[src/rtl/core/utf8sd_pkg.sv]
// Shared types, constants and byte classification for the UTF-8 stream decoder.
// No dependencies; imported by utf8sd_decode and utf8_stream_decoder_top.
package utf8sd_pkg;

  localparam int unsigned CpWidth  = 21;
  localparam int unsigned CntWidth = 3;
  localparam int unsigned RepWidth = 3;

  localparam logic [CpWidth-1:0]  ReplacementCp = 21'h00FFFD;
  localparam logic [CntWidth-1:0] OneByte       = 3'd1;

  typedef struct packed {
    logic [7:0] in_byte;
    logic       end_of_string;
  } in_req_t;

  typedef struct packed {
    logic [CpWidth-1:0]  code_point;
    logic [CntWidth-1:0] byte_count;
    logic                malformed;
    logic                run_last;
    logic                string_done;
  } out_res_t;

  // One decoded request: a number of replacement results, then optionally one
  // well-formed result (the tail), in that order.
  typedef struct packed {
    logic [RepWidth-1:0] rep_count;
    logic                tail_valid;
    logic [CpWidth-1:0]  tail_cp;
    logic [CntWidth-1:0] tail_cnt;
    logic                eos;
  } job_t;

  // Number of continuation bytes a lead byte calls for, zero when it is no lead.
  function automatic logic [1:0] lead_need(input logic [7:0] b);
    logic [1:0] need;
    begin
      need = 2'd0;
      if ((b & 8'hE0) == 8'hC0) begin
        need = 2'd1;
      end else if ((b & 8'hF0) == 8'hE0) begin
        need = 2'd2;
      end else if ((b & 8'hF8) == 8'hF0) begin
        need = 2'd3;
      end
      return need;
    end
  endfunction

endpackage

[src/rtl/core/utf8_stream_decoder_top.sv]
// Top level of the UTF-8 stream decoder: input register, job register and
// result register around utf8sd_decode. Depends on utf8sd_pkg.
//
// Usage: one byte of the string arrives per request on the in_ channel, with
// end_of_string set on the last byte. Decoded code points leave one per
// request on the out_ channel. Both channels use valid and stall; a request
// moves at a rising edge where valid is high and stall is low.
// Path: the input register takes the byte at the edge that accepts it; its
// results then pass through the job register and the result register, in
// that order, before they appear on out_valid.
// Throughput: one byte per cycle while each byte causes at most one result
// and out_stall is low. The job register hands out one result per cycle
// unless stalled, so a byte that causes several results (a broken or flushed
// sequence, up to four) holds back the next byte until its last result goes
// out. Bytes of a pending sequence cause no result and pass at full rate.
// Reset (rst_n low, synchronous) empties every stage and drops any pending
// sequence. When the receiver stalls, the result register holds its request
// steady; the job and input registers fill behind it and then in_stall rises.
module utf8_stream_decoder_top
  import utf8sd_pkg::*;
(
  input  logic     clk,
  input  logic     rst_n,
  input  logic     in_valid,
  output logic     in_stall,
  input  in_req_t  in_req,
  output logic     out_valid,
  input  logic     out_stall,
  output out_res_t out_res
);

  // Input register.
  logic    in_v_r;
  in_req_t in_d_r;

  // Job register: replacements still to send, then the optional tail.
  logic [RepWidth-1:0] j_rep_r;
  logic                j_tail_r;
  logic [CpWidth-1:0]  j_cp_r;
  logic [CntWidth-1:0] j_cnt_r;
  logic                j_eos_r;

  // Result register.
  logic     out_v_r;
  out_res_t out_r, out_nxt;

  job_t job;
  logic o_load, pop, j_empty, j_one, j_free, adv;

  assign j_empty = (j_rep_r == '0) && !j_tail_r;
  assign j_one   = ((j_rep_r == 3'd1) && !j_tail_r) || ((j_rep_r == '0) && j_tail_r);
  assign o_load  = !out_v_r || !out_stall;
  assign pop     = o_load && !j_empty;
  // The job register takes the next byte once its last result goes out.
  assign j_free  = j_empty || (j_one && pop);
  assign adv     = in_v_r && j_free;
  assign in_stall = in_v_r && !j_free;

  utf8sd_decode u_decode (
    .clk   (clk),
    .rst_n (rst_n),
    .req   (in_d_r),
    .adv   (adv),
    .job   (job)
  );

  // The next result: replacements first, the tail last.
  always_comb begin
    if (j_rep_r != '0) begin
      out_nxt.code_point = ReplacementCp;
      out_nxt.byte_count = OneByte;
      out_nxt.malformed  = 1'b1;
    end else begin
      out_nxt.code_point = j_cp_r;
      out_nxt.byte_count = j_cnt_r;
      out_nxt.malformed  = 1'b0;
    end
    out_nxt.run_last    = j_one;
    out_nxt.string_done = j_one && j_eos_r;
  end

  always_ff @(posedge clk) begin
    if (!rst_n) begin
      in_v_r   <= 1'b0;
      j_rep_r  <= '0;
      j_tail_r <= 1'b0;
      out_v_r  <= 1'b0;
    end else begin
      if (!in_v_r || adv) begin
        in_v_r <= in_valid;
      end
      if (adv) begin
        j_rep_r  <= job.rep_count;
        j_tail_r <= job.tail_valid;
      end else if (pop) begin
        if (j_rep_r != '0) begin
          j_rep_r <= j_rep_r - 3'd1;
        end else begin
          j_tail_r <= 1'b0;
        end
      end
      if (o_load) begin
        out_v_r <= pop;
      end
    end
  end

  // Payload registers, no reset needed.
  always_ff @(posedge clk) begin
    if (!in_v_r || adv) begin
      in_d_r <= in_req;
    end
    if (adv) begin
      j_cp_r  <= job.tail_cp;
      j_cnt_r <= job.tail_cnt;
      j_eos_r <= job.eos;
    end
    if (pop) begin
      out_r <= out_nxt;
    end
  end

  assign out_valid = out_v_r;
  assign out_res   = out_r;

  // A replacement always stands for exactly one source byte.
  a_malformed_one_byte: assert property (@(posedge clk) disable iff (!rst_n)
    out_v_r && out_r.malformed |-> (out_r.code_point == ReplacementCp) &&
                                   (out_r.byte_count == OneByte))
    else $error("malformed result without a single-byte replacement");

  // The end of a string is always the last result of its byte.
  a_done_is_last: assert property (@(posedge clk) disable iff (!rst_n)
    out_v_r && out_r.string_done |-> out_r.run_last)
    else $error("string_done on a result that is not run_last");

  // No byte causes more than four replacements.
  a_rep_bound: assert property (@(posedge clk) disable iff (!rst_n)
    j_rep_r <= 3'd4)
    else $error("replacement count above four");

  // Two-byte sequences decode below 0x800.
  a_two_byte_range: assert property (@(posedge clk) disable iff (!rst_n)
    out_v_r && !out_r.malformed && (out_r.byte_count == 3'd2) |->
      (out_r.code_point < 21'h000800))
    else $error("two-byte code point out of range");

  // A byte only enters the job register once the previous job has drained.
  a_no_overwrite: assert property (@(posedge clk) disable iff (!rst_n)
    adv |-> j_empty || (j_one && pop))
    else $error("job register overwritten with results pending");

endmodule

[src/rtl/core/utf8sd_decode.sv]
// Sequence state and single-pass decode of one byte into a result job.
// Depends on utf8sd_pkg.
module utf8sd_decode
  import utf8sd_pkg::*;
(
  input  logic    clk,
  input  logic    rst_n,
  input  in_req_t req,
  input  logic    adv,
  output job_t    job
);

  logic [7:0] lead_r, lead_nxt;
  logic [7:0] cont0_r, cont0_nxt;
  logic [7:0] cont1_r, cont1_nxt;
  logic [1:0] hc_r, hc_nxt;

  logic [7:0]          b;
  logic                is_cont;
  logic [1:0]          need;
  logic                fresh;
  logic [RepWidth-1:0] rep;
  logic                tail_v;
  logic [CpWidth-1:0]  tail_cp;
  logic [CntWidth-1:0] tail_cnt;

  assign b       = req.in_byte;
  assign is_cont = (b[7:6] == 2'b10);

  always_comb begin
    need = (lead_need(lead_r) == 2'd0) ? 2'd1 : lead_need(lead_r);
  end

  always_comb begin
    rep       = '0;
    tail_v    = 1'b0;
    tail_cp   = '0;
    tail_cnt  = OneByte;
    hc_nxt    = hc_r;
    lead_nxt  = lead_r;
    cont0_nxt = cont0_r;
    cont1_nxt = cont1_r;
    fresh     = 1'b1;
    if (hc_r != 2'd0) begin
      if (is_cont) begin
        fresh = 1'b0;
        if (hc_r >= need) begin
          tail_v   = 1'b1;
          tail_cnt = {1'b0, need} + OneByte;
          hc_nxt   = 2'd0;
          unique case (need)
            2'd1:    tail_cp = {10'd0, lead_r[4:0], b[5:0]};
            2'd2:    tail_cp = {5'd0, lead_r[3:0], cont0_r[5:0], b[5:0]};
            default: tail_cp = {lead_r[2:0], cont0_r[5:0], cont1_r[5:0], b[5:0]};
          endcase
        end else begin
          if (hc_r == 2'd1) begin
            cont0_nxt = b;
          end else begin
            cont1_nxt = b;
          end
          hc_nxt = hc_r + 2'd1;
        end
      end else begin
        // Broken sequence: every held byte becomes a replacement.
        rep    = {1'b0, hc_r};
        hc_nxt = 2'd0;
      end
    end
    if (fresh) begin
      if (!b[7]) begin
        tail_v  = 1'b1;
        tail_cp = {13'd0, b};
      end else if (lead_need(b) != 2'd0) begin
        lead_nxt = b;
        hc_nxt   = 2'd1;
      end else begin
        rep = rep + 3'd1;
      end
    end
    if (req.end_of_string && (hc_nxt != 2'd0)) begin
      rep    = rep + {1'b0, hc_nxt};
      hc_nxt = 2'd0;
    end
  end

  assign job.rep_count  = rep;
  assign job.tail_valid = tail_v;
  assign job.tail_cp    = tail_cp;
  assign job.tail_cnt   = tail_cnt;
  assign job.eos        = req.end_of_string;

  always_ff @(posedge clk) begin
    if (!rst_n) begin
      hc_r    <= 2'd0;
      lead_r  <= 8'd0;
      cont0_r <= 8'd0;
      cont1_r <= 8'd0;
    end else if (adv) begin
      hc_r    <= hc_nxt;
      lead_r  <= lead_nxt;
      cont0_r <= cont0_nxt;
      cont1_r <= cont1_nxt;
    end
  end

endmodule
[config.mk]
export PLATFORM = sky130hd
export DESIGN_NAME = utf8_stream_decoder_top
export DESIGN_NICKNAME = d
export VERILOG_FILES = /design/src/rtl/core/utf8sd_pkg.sv /design/src/rtl/core/utf8_stream_decoder_top.sv /design/src/rtl/core/utf8sd_decode.sv
export SDC_FILE = /design/constraint.sdc
export NUM_CORES = 1
export LEC_CHECK = 0
export ABC_AREA = 1
export BUFFER_PORTS_ARGS = -buffer_cell sky130_fd_sc_hd__buf_2
export CORE_AREA = 8 8 90 92
export CTS_BUF_LIST = sky130_fd_sc_hd__clkbuf_8
export DETAILED_ROUTE_END_ITERATION = 8
export DIE_AREA = 0 0 98 100
export PLACE_DENSITY = 0.83
export SETUP_SLACK_MARGIN = 0.3
export SYNTH_ARGS = -nofsm -noshare
export SYNTH_HDL_FRONTEND = slang
export SYNTH_SLANG_ARGS = --single-unit
[constraint.sdc]
create_clock -name clk -period 3.8 [get_ports clk]
set_input_delay 0.57 -clock clk [delete_from_list [all_inputs] [get_ports clk]]
set_output_delay 0.57 -clock clk [all_outputs]
set_load 0.02 [all_outputs]
==> flow_metrics.tcl, run 1 <==
set metrics [dict create \
    status "completed" \
    crit_chain "inv_1 -> nor3_2 -> nand3_2 -> inv_1 -> nor2_1 -> ha_1 -> nand2_1 -> nand3_1 -> nor2_2 -> nor2_2 -> inv_1 -> ha_1 -> inv_1 -> fa_1 -> o21bai_1 -> nand2_1 -> nand3_1 -> nand2_1 -> nand2_1 -> a21oi_2" \
    drv_cap 0 \
    gp_congestion 0.8745 \
    cp_max_fo 8 \
    synth_largest_area_cell "edfxtp_1" \
    grt_use_total_pct 15.16 \
    antenna_found_initial 0 \
    crit_path_end_kind "flip-flop" \
    rrSetupSlack_ns 0.79 \
    fmax_mhz 332.5 \
    clock_path_buffers 2 \
    power_leakage_nw 1.924 \
    synth-main-ff-cell "edfxtp_1" \
    final_cells 523 \
    min_period_ns 3.008 \
    synth-async-reset-ratio_pct 0 \
    yosysUniqueCellTypes 41 \
    synth-seq-cells 89 \
    clk_pin_slew_ns 0.10 \
    start_kind "flip-flop" \
    finalSetupTns_ns 0 \
    portBuffers 41 \
    slowest_delay_ns 0.37 \
    wl_per_cell_um 13.51 \
    grt_pass1_wl_um 11760 \
    clk_latency_ns 0.37 \
    worst_clock_skew_ns 0.01011 \
    ir_drop_uv 327.9 \
    io_pins 42 \
    critPathRequiredTime_ns 4.10 \
    relSlewSlack_pct 68.31 \
    seqCellArea_um2 2392 \
    yosysSeqAreaShare_pct 60.16 \
    cts_tree "yes" \
    power_mw 3.167 \
    dp_hpwl_um 5077 \
    viasPerCell 5.075 \
    synth_cells 394 \
    cts.repair.resized 0 \
    slew_violations 0 \
    area.growth.synth_to_final_pct 10.98 \
    cts-hold-fix-buffers 0 \
    syn-num-nets 417 \
    synth_top_area_share_pct 46.07 \
    dp.cells 507 \
    final-setup-viol-count 0 \
    first_global_vias 2572 \
    worst_slew_pin_slew_ns 0.4753 \
    final_nets 461 \
    multiInputGateArea_um2 1255 \
    cts_setup_buffers 0 \
    final_core_util_pct 66.42 \
    h-tree-depth 3 \
    row_count 30 \
    arrival_ns 3.31 \
    fp.dieH_um 100 \
    drc 0 \
    powerDensity_nw_per_um2 717.7 \
    finalCritPeriodShare_pct 79.15 \
    gr-total-overflow 0 \
    die-area_um2 9800 \
    path_buf_inv 4 \
    postRouteAntennaNets 0 \
    wirelength_um 7067 \
    hp-class "in2reg" \
    numCtsBuffers 9 \
    critical_path_class "reg2reg" \
    holdWs_ns 0.3697 \
    path_delay_family "simple AND/OR/NAND/NOR gates" \
    syn_area_um2 3976 \
    diodes 0 \
    cts_num_sinks 89 \
    hold_violations 0 \
    avgSynthCellArea_um2 10.09 \
    crit_path_top_delay_cell "fa_1" \
    yosys_warnings 0 \
    drtIter0Drc 206 \
    fillers 500 \
    initial_core_util_pct 59.85 \
    synth_edf_count 61 \
    drive_gt1_share_pct 23.93 \
    vias 2654 \
    die_w_um 98 \
    core_um2 6644 \
    cts-root-buf "clkbuf_8" \
    synthTopCellsByArea "edfxtp_1 46%, dfxtp_1 14%, nor2_1 6.1%" \
    grt_setup_unrepaired "no" \
    grt_start_max_net_pins 38 \
    drt_first_pass_iters 5 \
]
[worst paths after layout]
path                       from                  to  cells past startpoint
min reg2reg  u_decode.lead_r[7]  u_decode.lead_r[7]                      2
min                   in_req[4]           in_d_r[4]                      1
max          u_decode.lead_r[6]          j_rep_r[2]                     20
max reg2reg  u_decode.lead_r[6]          j_rep_r[2]                     20
[final cells by class]
cell class	count	share of cell area [%]
inverter	66	5.784
clock buffer	9	2.807
tap	80	2.268
timing repair buffer	42	4.820
multi-input combinational	230	28.44
clock inverter	7	1.673
sequential	89	54.21
[sequential cells by signal, summed over array words and instances (netlist names)]
name	flops
u_decode.lead_r	8
j_rep_r	3
out_res	27
in_v_r	1
out_valid	1
j_eos_r	1
in_d_r	9
u_decode.hc_r	2
j_cnt_r	3
j_tail_r	1
u_decode.cont1_r	6
j_cp_r	21
u_decode.cont0_r	6
[cell usage after synthesis (2+ instances only)]
| library cell | count |
|---|---|
| buf_6 | 5 |
| o211ai_1 | 2 |
| nor2_1 | 65 |
| nand3_2 | 3 |
| nand3_1 | 10 |
| nor2_2 | 4 |
| o22ai_1 | 3 |
| nand2_4 | 2 |
| ha_1 | 9 |
| nand2_2 | 7 |
| o21a_1 | 2 |
| edfxtp_1 | 61 |
| inv_1 | 60 |
| or2_2 | 16 |
| inv_2 | 5 |
| o21ai_0 | 19 |
| a21oi_1 | 5 |
| nand3_4 | 2 |
| o21ai_1 | 3 |
| a21oi_2 | 3 |
| dfxtp_1 | 28 |
| o221ai_1 | 2 |
| nand2_1 | 58 |
| a211oi_1 | 3 |
[metrics by stage]
stage	setup slack, ns	instance area, um2
3_3_place_gp	0.9527	4215
3_5_place_dp	0.8397	4215
6_report	0.7923	4413
2_1_floorplan	1.099	3976
5_1_grt	0.5083	4413
4_1_cts	0.7916	4413
[layer usage]
| layer | up-vias | wire (um) | global-route usage (%) | part of all wire, % |
|---|---|---|---|---|
| met5 | - | 0 | 0 | 0 |
| met4 | 0 | 127 | 8.753 | 1.8 |
| met3 | 10 | 489 | 4.291 | 6.9 |
| met2 | 84 | 3345 | 24.92 | 47 |
| met1 | 1201 | 3105 | 17.44 | 44 |
| li1 | 1359 | - | - | - |
[power by group]
group | switching [mW] | total [mW] | internal [mW] | leakage, nW
combinational | 0.724 | 1.04 | 0.318 | 1.02
sequential | 0.101 | 1.49 | 1.39 | 0.805
clock | 0.375 | 0.633 | 0.257 | 0.0942
total | 1.20 | 3.17 | 1.97 | 1.92
[placed cells by master (no fill, tap or decap), drive strengths merged, types with 2 or more instances in the layout]
cell type   n
buf        42
o21a        2
dfxtp      28
inv        69
or2        16
o21ai      23
clkbuf      9
clkinvlp    2
o22ai       3
nor2       70
clkinv      2
a21oi       8
nand2      67
nand4       2
nand3      15
a211oi      3
o221ai      2
ha          9
edfxtp     61
nor3        2
o211ai      2
[worst reg2reg max path, delay by kind of cell (launching register included)]
family / cells / cell delay [ns]
simple gates: 11 / 1.23
fa+ha+maj: 3 / 0.81
flops: 1 / 0.34
buf+inv: 4 / 0.31
compound gates: 2 / 0.28
[cell families after synthesis]
| family | synth area share (%) |
|---|---|
| fa+ha+maj | 3.336 |
| xor+xnor | 0.2203 |
| simple gates | 21.02 |
| flops | 60.16 |
| buf+inv | 8.338 |
| compound gates | 6.922 |
No activity file was read; power rests on OpenSTA's default activity.
==> run 2, diff against run 1 <==
--- a/config.mk
+++ b/config.mk
@@ -5,13 +5,13 @@
 export SDC_FILE = /design/constraint.sdc
 export NUM_CORES = 1
 export LEC_CHECK = 0
-export ABC_AREA = 1
+export ABC_AREA = 0
 export BUFFER_PORTS_ARGS = -buffer_cell sky130_fd_sc_hd__buf_2
 export CORE_AREA = 8 8 90 92
 export CTS_BUF_LIST = sky130_fd_sc_hd__clkbuf_8
 export DETAILED_ROUTE_END_ITERATION = 8
 export DIE_AREA = 0 0 98 100
-export PLACE_DENSITY = 0.83
+export PLACE_DENSITY = 0.81
 export SETUP_SLACK_MARGIN = 0.3
 export SYNTH_ARGS = -nofsm -noshare
 export SYNTH_HDL_FRONTEND = slang
==> constraint.sdc (replaced) <==
create_clock -name clk -period 2.8 [get_ports clk]
set_input_delay 0.42 -clock clk [delete_from_list [all_inputs] [get_ports clk]]
set_output_delay 0.42 -clock clk [all_outputs]
set_load 0.02 [all_outputs]
==> run 2 against run 1 <==
  * Critical path depth fell by 10
  * Non-clock buffer count rose by 25
  * Sequential share of layout area fell by 2.9 points
  * Maximum frequency rose by 8.0%
  * Die area stayed put
  * Critical path type unchanged
  * Critical endpoint unchanged
  * Largest cell class unchanged
  * Largest power group unchanged
==> flow_metrics.tcl, run 2 <==
set metrics [dict create \
    grt_setup_unrepaired "yes" \
    yosysSeqAreaShare_pct 62.26 \
    cts-root-buf "clkbuf_8" \
    synth_commonest_cells "61 x edfxtp_1, 38 x nor2_1, 28 x dfxtp_1, 20 x mux2i_1, 19 x nand2b_1" \
    finalCritPeriodShare_pct 99.42 \
    grt-busiest-layer "met2" \
    cp_max_fo 3 \
    crit_end "j_rep_r[2]" \
    drv_cap 0 \
    syn-num-nets 332 \
    relSlewSlack_pct 64.82 \
    postRouteAntennaNets 0 \
    synth_compound_area_share_pct 9.541 \
    numCtsBuffers 9 \
    drc 0 \
    row_count 30 \
    hp-class "in2reg" \
    synthSimpleGateAreaFrac_pct 16.25 \
    fp.dieH_um 100 \
    p_clk_share_pct 22.7 \
    placed_area_um2 4309 \
    cts-hold-fix-buffers 0 \
    seqCellArea_um2 2401 \
    power.internal_mw 2.875 \
    r2r-end "j_rep_r[2]" \
    worst_slew_pin_slew_ns 0.5221 \
    power_leakage_nw 1.762 \
    antenna_found_initial 0 \
    synth_fa_ha_area_share_pct 3.452 \
    first_global_vias 2556 \
    cp-startpoint "u_decode.lead_r[4]" \
    sw_frac_of_total_pct 34.34 \
    grt_pass1_wl_um 12180 \
    grtUsageMet3_pct 5.606 \
    yosysUniqueCellTypes 53 \
    hold_violations 0 \
    final_cell_mix "61 x edfxtp_1, 41 x buf_2, 37 x nor2_1" \
    initial_core_util_pct 57.83 \
    drive_gt1_share_pct 31.15 \
    finalSetupTns_ns 0 \
    h-tree-depth 3 \
    comb_power_share_pct 31.5 \
    vias 2550 \
    syn_area_um2 3842 \
    clk_pin_slew_ns 0.09 \
    worst_slack_ns 0.01627 \
    dp_hpwl_um 5182 \
    power_mw 4.379 \
    critical_path_class "reg2reg" \
    fin_area_um2 4682 \
    synth_largest_area_cell "edfxtp_1" \
    die-area_um2 9800 \
    rrSetupSlack_ns 0.02 \
    synth-async-reset-ratio_pct 0 \
    synth.most_common_cell "edfxtp_1" \
    synthXorXnorAreaFrac_pct 0.2279 \
    cts_tree "yes" \
    area.growth.synth_to_final_pct 21.85 \
    gr-total-overflow 0 \
    synth_top_family_by_area "simple AND/OR/NAND/NOR gates" \
    grt_use_met1_pct 18.78 \
    wl_per_cell_um 15.83 \
    r2r-start "u_decode.lead_r[4]" \
    grt_use_total_pct 15.62 \
    portBuffers 41 \
    fillers 453 \
    r2r_cells 10 \
    fmax_mhz 359.2 \
    yosys_warnings 0 \
    clk_latency_ns 0.35 \
    slew_violations 0 \
    core_um2 6644 \
    final_nets 400 \
    synth_top_area_share_pct 47.67 \
    crit_path_end_kind "flip-flop" \
    avgSynthCellArea_um2 12.44 \
    clock_path_buffers 2 \
    start_kind "flip-flop" \
    final-setup-viol-count 0 \
    worst_clock_skew_ns 0.01093 \
    min_period_ns 2.784 \
    synthTopCellsByArea "edfxtp_1 48%, dfxtp_1 15%, mux2i_1 5.2%" \
    grt_start_max_net_pins 28 \
    gp_congestion 0.8826 \
    die_w_um 98 \
    power_frac_seq_pct 45.8 \
    powerDensity_nw_per_um2 935.3 \
    wirelength_um 7314 \
    critPathRequiredTime_ns 3.07 \
    dp_slack_ns 0.004288 \
    cts_num_sinks 89 \
    power.net_switching_mw 1.504 \
    drt_first_pass_iters 4 \
    synth_cells 309 \
    mostFrequentLayoutCell "edfxtp_1" \
    multiInputGateArea_um2 1473 \
    ir_drop_uv 398.9 \
    synth-seq-cells 89 \
    synth_edf_count 61 \
    viasPerCell 5.519 \
    drtIter0Drc 148 \
    synth-main-ff-cell "edfxtp_1" \
    largest_reg_flops 27 \
    diodes 0 \
    arrival_ns 3.05 \
    grtUsageMet2_pct 24.71 \
    status "completed" \
    muxShareOfSynthArea_pct 5.796 \
    io_pins 42 \
]
[run 2: cells by family after synthesis]
kind of cell,Yosys count
AOI/OAI and AO/OA,46
xor gates and xnor gates,1
adders and majority gates,10
buffers and inverters,23
DFF,89
muxes,22
and+or+nand+nor,118
[run 2: how the worst min path moves through the flow]
stage / depth (start not counted) / slack, ns / from / to
2_1_floorplan: 2 / 0.45 / u_decode.lead_r[6] / u_decode.lead_r[6]
3_3_place_gp: 2 / 0.46 / u_decode.lead_r[6] / u_decode.lead_r[6]
3_5_place_dp: 2 / 0.49 / u_decode.lead_r[6] / u_decode.lead_r[6]
4_1_cts: 1 / 0.22 / in_req[2] / in_d_r[2]
5_1_grt: 1 / 0.21 / in_req[5] / in_d_r[5]
6_report: 1 / 0.23 / in_req[5] / in_d_r[5]
[run 2: power groups by stage]
stage	registers [mW]	logic (mW)	clock network (mW)
floorplan	2.31	0.630	0
global placement	2.02	1.30	0
detailed placement	2.04	1.34	0
CTS	2.01	1.36	1.01
global route	2.03	1.52	1.07
finish	2.00	1.38	0.995
[run 2: cell type report]
type	instances	share of cell area [%]
Timing Repair Buffer	67	9.166
Clock buffer	9	2.646
Multi-Input combinational cell	197	31.45
Inverter	13	1.042
Clock inverter	7	2.272
Tap cell	80	2.138
Sequential cell	89	51.28
[run 2: metal layers]
layer / up-vias / share of wire [%]
li1: 1252 / -
met1: 1205 / 42
met2: 83 / 49
met3: 10 / 7.8
met4: 0 / 1.4
met5: - / 0
[run 2: what timing repair did]
action,in CTS,in global routing
setup buffers,6,3
pin swaps,7,5
endpoints found under the setup margin,15,14
gates resized for setup,4,13
[run 2: worst max-delay path, cell delays in order, from the launching register on]
cell and delay [ns]:
dfxtp_2 0.34, and4b_2 0.32, inv_2 0.05, ha_1 0.28, nand2b_4 0.16, a21oi_2 0.18
a32oi_2 0.13, or2_2 0.31, fa_2 0.40, a311o_1 0.27, a311oi_1 0.23
[run 2: stage by stage]
step / util (%) / std cells / hold slack, ns
floorplan: - / 309 / 0.4547
global placement: 64.86 / 437 / 0.4629
detailed placement: 64.86 / 437 / 0.4863
CTS: 69.30 / 459 / 0.2184
global route: 70.47 / 462 / 0.2136
finish: 70.47 / 462 / 0.2316
==> run 3, diff against run 2 <==
--- a/config.mk
+++ b/config.mk
@@ -11,8 +11,9 @@
 export CTS_BUF_LIST = sky130_fd_sc_hd__clkbuf_8
 export DETAILED_ROUTE_END_ITERATION = 8
 export DIE_AREA = 0 0 98 100
-export PLACE_DENSITY = 0.81
+export PLACE_DENSITY = 0.82
 export SETUP_SLACK_MARGIN = 0.3
 export SYNTH_ARGS = -nofsm -noshare
 export SYNTH_HDL_FRONTEND = slang
+export SYNTH_HIERARCHICAL = 1
 export SYNTH_SLANG_ARGS = --single-unit
==> run 3 against run 2 <==
  * The flow now finishes with violations (negative setup slack)
  * Via count down 0.51%
  * Sequential cell count unchanged
  * Die area unchanged
  * First-iteration DRC count down 2.0%
  * Final cell count down 0.22%
  * Register-to-register slack worse by 0.10 ns
  * Setup slack worse by 0.10 ns
  * Clock-buffer cell count unchanged
  * Combinational power down 8%
  * Critical path depth up 5
==> flow_metrics.tcl, run 3 <==
set metrics [dict create \
    status "finished, violations left" \
    violations "negative setup slack" \
    grt_pass1_wl_um 11830 \
    r2r_cells 15 \
    largest_reg_flops 27 \
    synth_cells 319 \
    critPathRequiredTime_ns 3.05 \
    cts-hold-fix-buffers 0 \
    synth.most_common_cell "edfxtp_1" \
    drc 0 \
    fmax_mhz 346.7 \
    synth-async-reset-ratio_pct 0 \
    wl_per_cell_um 15.82 \
    diodes 0 \
    yosys_warnings 6 \
    grt_start_max_net_pins 29 \
    final_cell_mix "61 x edfxtp_1, 41 x buf_2, 24 x dfxtp_1, 24 x nor2b_1, 20 x mux2i_1" \
    crit_path_end_kind "flip-flop" \
    portBuffers 41 \
    gp_congestion 0.9328 \
    crit_chain "nand3_4 -> a21oi_4 -> inv_2 -> ha_4 -> or4b_4 -> a211oi_4 -> or2_4 -> ha_4 -> inv_2 -> fa_2 -> inv_2 -> o211ai_1 -> o31ai_1 -> nand4_1 -> o41ai_2" \
    rrSetupSlack_ns -0.08 \
    power_leakage_nw 1.703 \
    crit_path_top_delay_cell "or4b_4" \
    fin_area_um2 4598 \
    cts-root-buf "clkbuf_8" \
    row_count 30 \
    synth_fa_ha_area_share_pct 3.370 \
    synthSimpleGateAreaFrac_pct 17.17 \
    postRouteAntennaNets 0 \
    slew_violations 0 \
    synth_compound_area_share_pct 9.444 \
    synthXorXnorAreaFrac_pct 0.2226 \
    yosysUniqueCellTypes 50 \
    synth-main-ff-cell "edfxtp_1" \
    grt_setup_unrepaired "yes" \
    powerDensity_nw_per_um2 888.0 \
    timing.critical_path.mode_cell "inv_2" \
    worst_clock_skew_ns 0.009971 \
    gr-total-overflow 0 \
    clk_latency_ns 0.36 \
    vias 2537 \
    hold_violations 0 \
    relSlewSlack_pct 63.98 \
    grt_use_total_pct 15.53 \
    cts_tree "yes" \
    area.growth.synth_to_final_pct 16.85 \
    synth_top_family_by_area "simple AND/OR/NAND/NOR gates" \
    placed_area_um2 4330 \
    drive_gt1_share_pct 28.61 \
    synth_edf_count 61 \
    cts_num_sinks 89 \
    final-setup-viol-count 2 \
    syn-num-nets 342 \
    h-tree-depth 3 \
    worst_slack_ns -0.08397 \
    die-area_um2 9800 \
    finalCritPeriodShare_pct 103.0 \
    synth-seq-cells 89 \
    clock_path_buffers 2 \
    synthTopCellsByArea "edfxtp_1 47%, dfxtp_1 14%, mux2i_1 5.1%" \
    viasPerCell 5.503 \
    final_nets 399 \
    initial_core_util_pct 59.23 \
    ir_drop_uv 319.5 \
    min_period_ns 2.884 \
    arrival_ns 3.13 \
    core_um2 6644 \
    numCtsBuffers 9 \
    wirelength_um 7291 \
    syn_area_um2 3935 \
    yosysSeqAreaShare_pct 60.79 \
    first_global_vias 2394 \
    drtIter0Drc 145 \
    avgSynthCellArea_um2 12.34 \
    synth_top_area_share_pct 46.55 \
    synth_largest_area_cell "edfxtp_1" \
    power_mw 4.083 \
    io_pins 42 \
    dp_hpwl_um 5232 \
    drt_first_pass_iters 4 \
    hp-class "in2reg" \
    cp-startpoint "u_decode/lead_r[6]" \
    synth_commonest_cells "61 x edfxtp_1, 28 x dfxtp_1, 24 x nor2b_1, 21 x nand2b_1, 20 x mux2i_1" \
    slowest_delay_ns 0.54 \
    critical_path_class "reg2reg" \
    worst_slew_pin_slew_ns 0.5367 \
    start_kind "flip-flop" \
    clk_pin_slew_ns 0.09 \
    drv_cap 0 \
    cp_max_fo 3 \
    die_w_um 98 \
    min-delay-start "in_req[0]" \
    r2r-start "u_decode/lead_r[6]" \
    mostFrequentLayoutCell "edfxtp_1" \
    fp.dieH_um 100 \
    hold_depth 1 \
    antenna_found_initial 0 \
    muxShareOfSynthArea_pct 5.660 \
]
[run 3: changes by cell type after synthesis, moves of 3 or more]
| cell | delta |
|---|---|
| nor2_1 | -23 |
| nor2b_1 | +17 |
| o21ai_0 | +8 |
| and3_1 | -6 |
| inv_1 | +6 |
| nand2_1 | +4 |
| a211o_1 | -3 |
| a21boi_0 | +3 |
[run 3: where the power goes]
group | internal (mW) | switching (mW) | total [mW]
Clock | 0.331 | 0.470 | 0.801
Sequential | 1.89 | 0.120 | 2.01
Combinational | 0.424 | 0.844 | 1.27
Total | 2.65 | 1.43 | 4.08
[run 3: layer usage]
metal / track usage (%) / routed length, um / vias up
met4: 7.074 / 148 / 0
met5: 0 / 0 / -
met1: 18.78 / 3204 / 1191
met2: 24.39 / 3370 / 82
met3: 5.536 / 567 / 12
li1: - / - / 1252
[run 3: final cells by class]
class                   count  area, um2
flip-flops and latches     89       2400
fillers                   468       2046
multi-input cells         201       1524
repair buffers             57      329.1
clock buffers               9      123.9
well taps                  80      100.1
inverters                  18      67.56
clock inverters             7      53.80
[run 3: cells by family after synthesis]
kind of cell             count (synthesis)
AO/OA/AOI/OAI                           50
XOR/XNOR                                 1
adder cells (fa/ha/maj)                 10
buffers and inverters                   29
flip-flops                              89
multiplexers                            22
AND/OR/NAND/NOR                        118
[run 3: path summary, 6_finish.rpt]
path | to
worst max-delay path | j_rep_r[1]
worst min-delay path | in_d_r[0]
worst min register to register | out_res[13]
worst max register to register | j_rep_r[1]
[run 3: critical path, delay by kind of cell (launching register included)]
kind	cells	cell delay [ns]
AOI/OAI and AO/OA	5	0.59
buffers and inverters	3	0.12
DFF	1	0.36
adders and majority gates	3	0.79
and+or+nand+nor	4	0.90
[run 3: stage by stage]
| stage | std cells | hold slack (ns) | util (%) | setup TNS (ns) | setup WS, ns |
|---|---|---|---|---|---|
| after floorplan | 319 | 0.4669 | - | 0 | 0.01296 |
| after global placement | 442 | 0.4716 | 65.18 | 0 | 0.1036 |
| after detailed placement | 442 | 0.4819 | 65.18 | 0 | 0.01473 |
| after CTS | 458 | 0.2131 | 67.95 | -0.01657 | -0.01199 |
| after global routing | 461 | 0.2060 | 69.21 | -0.4410 | -0.2340 |
| final | 461 | 0.2254 | 69.21 | -0.1279 | -0.08397 |
[run 3: what timing repair did]
action | CTS | global route
resized for setup | 2 | 15
buffers inserted | 0 | 3
endpoints found under the setup margin | 10 | 41
pin swaps | 0 | 9
cloned | 0 | 0
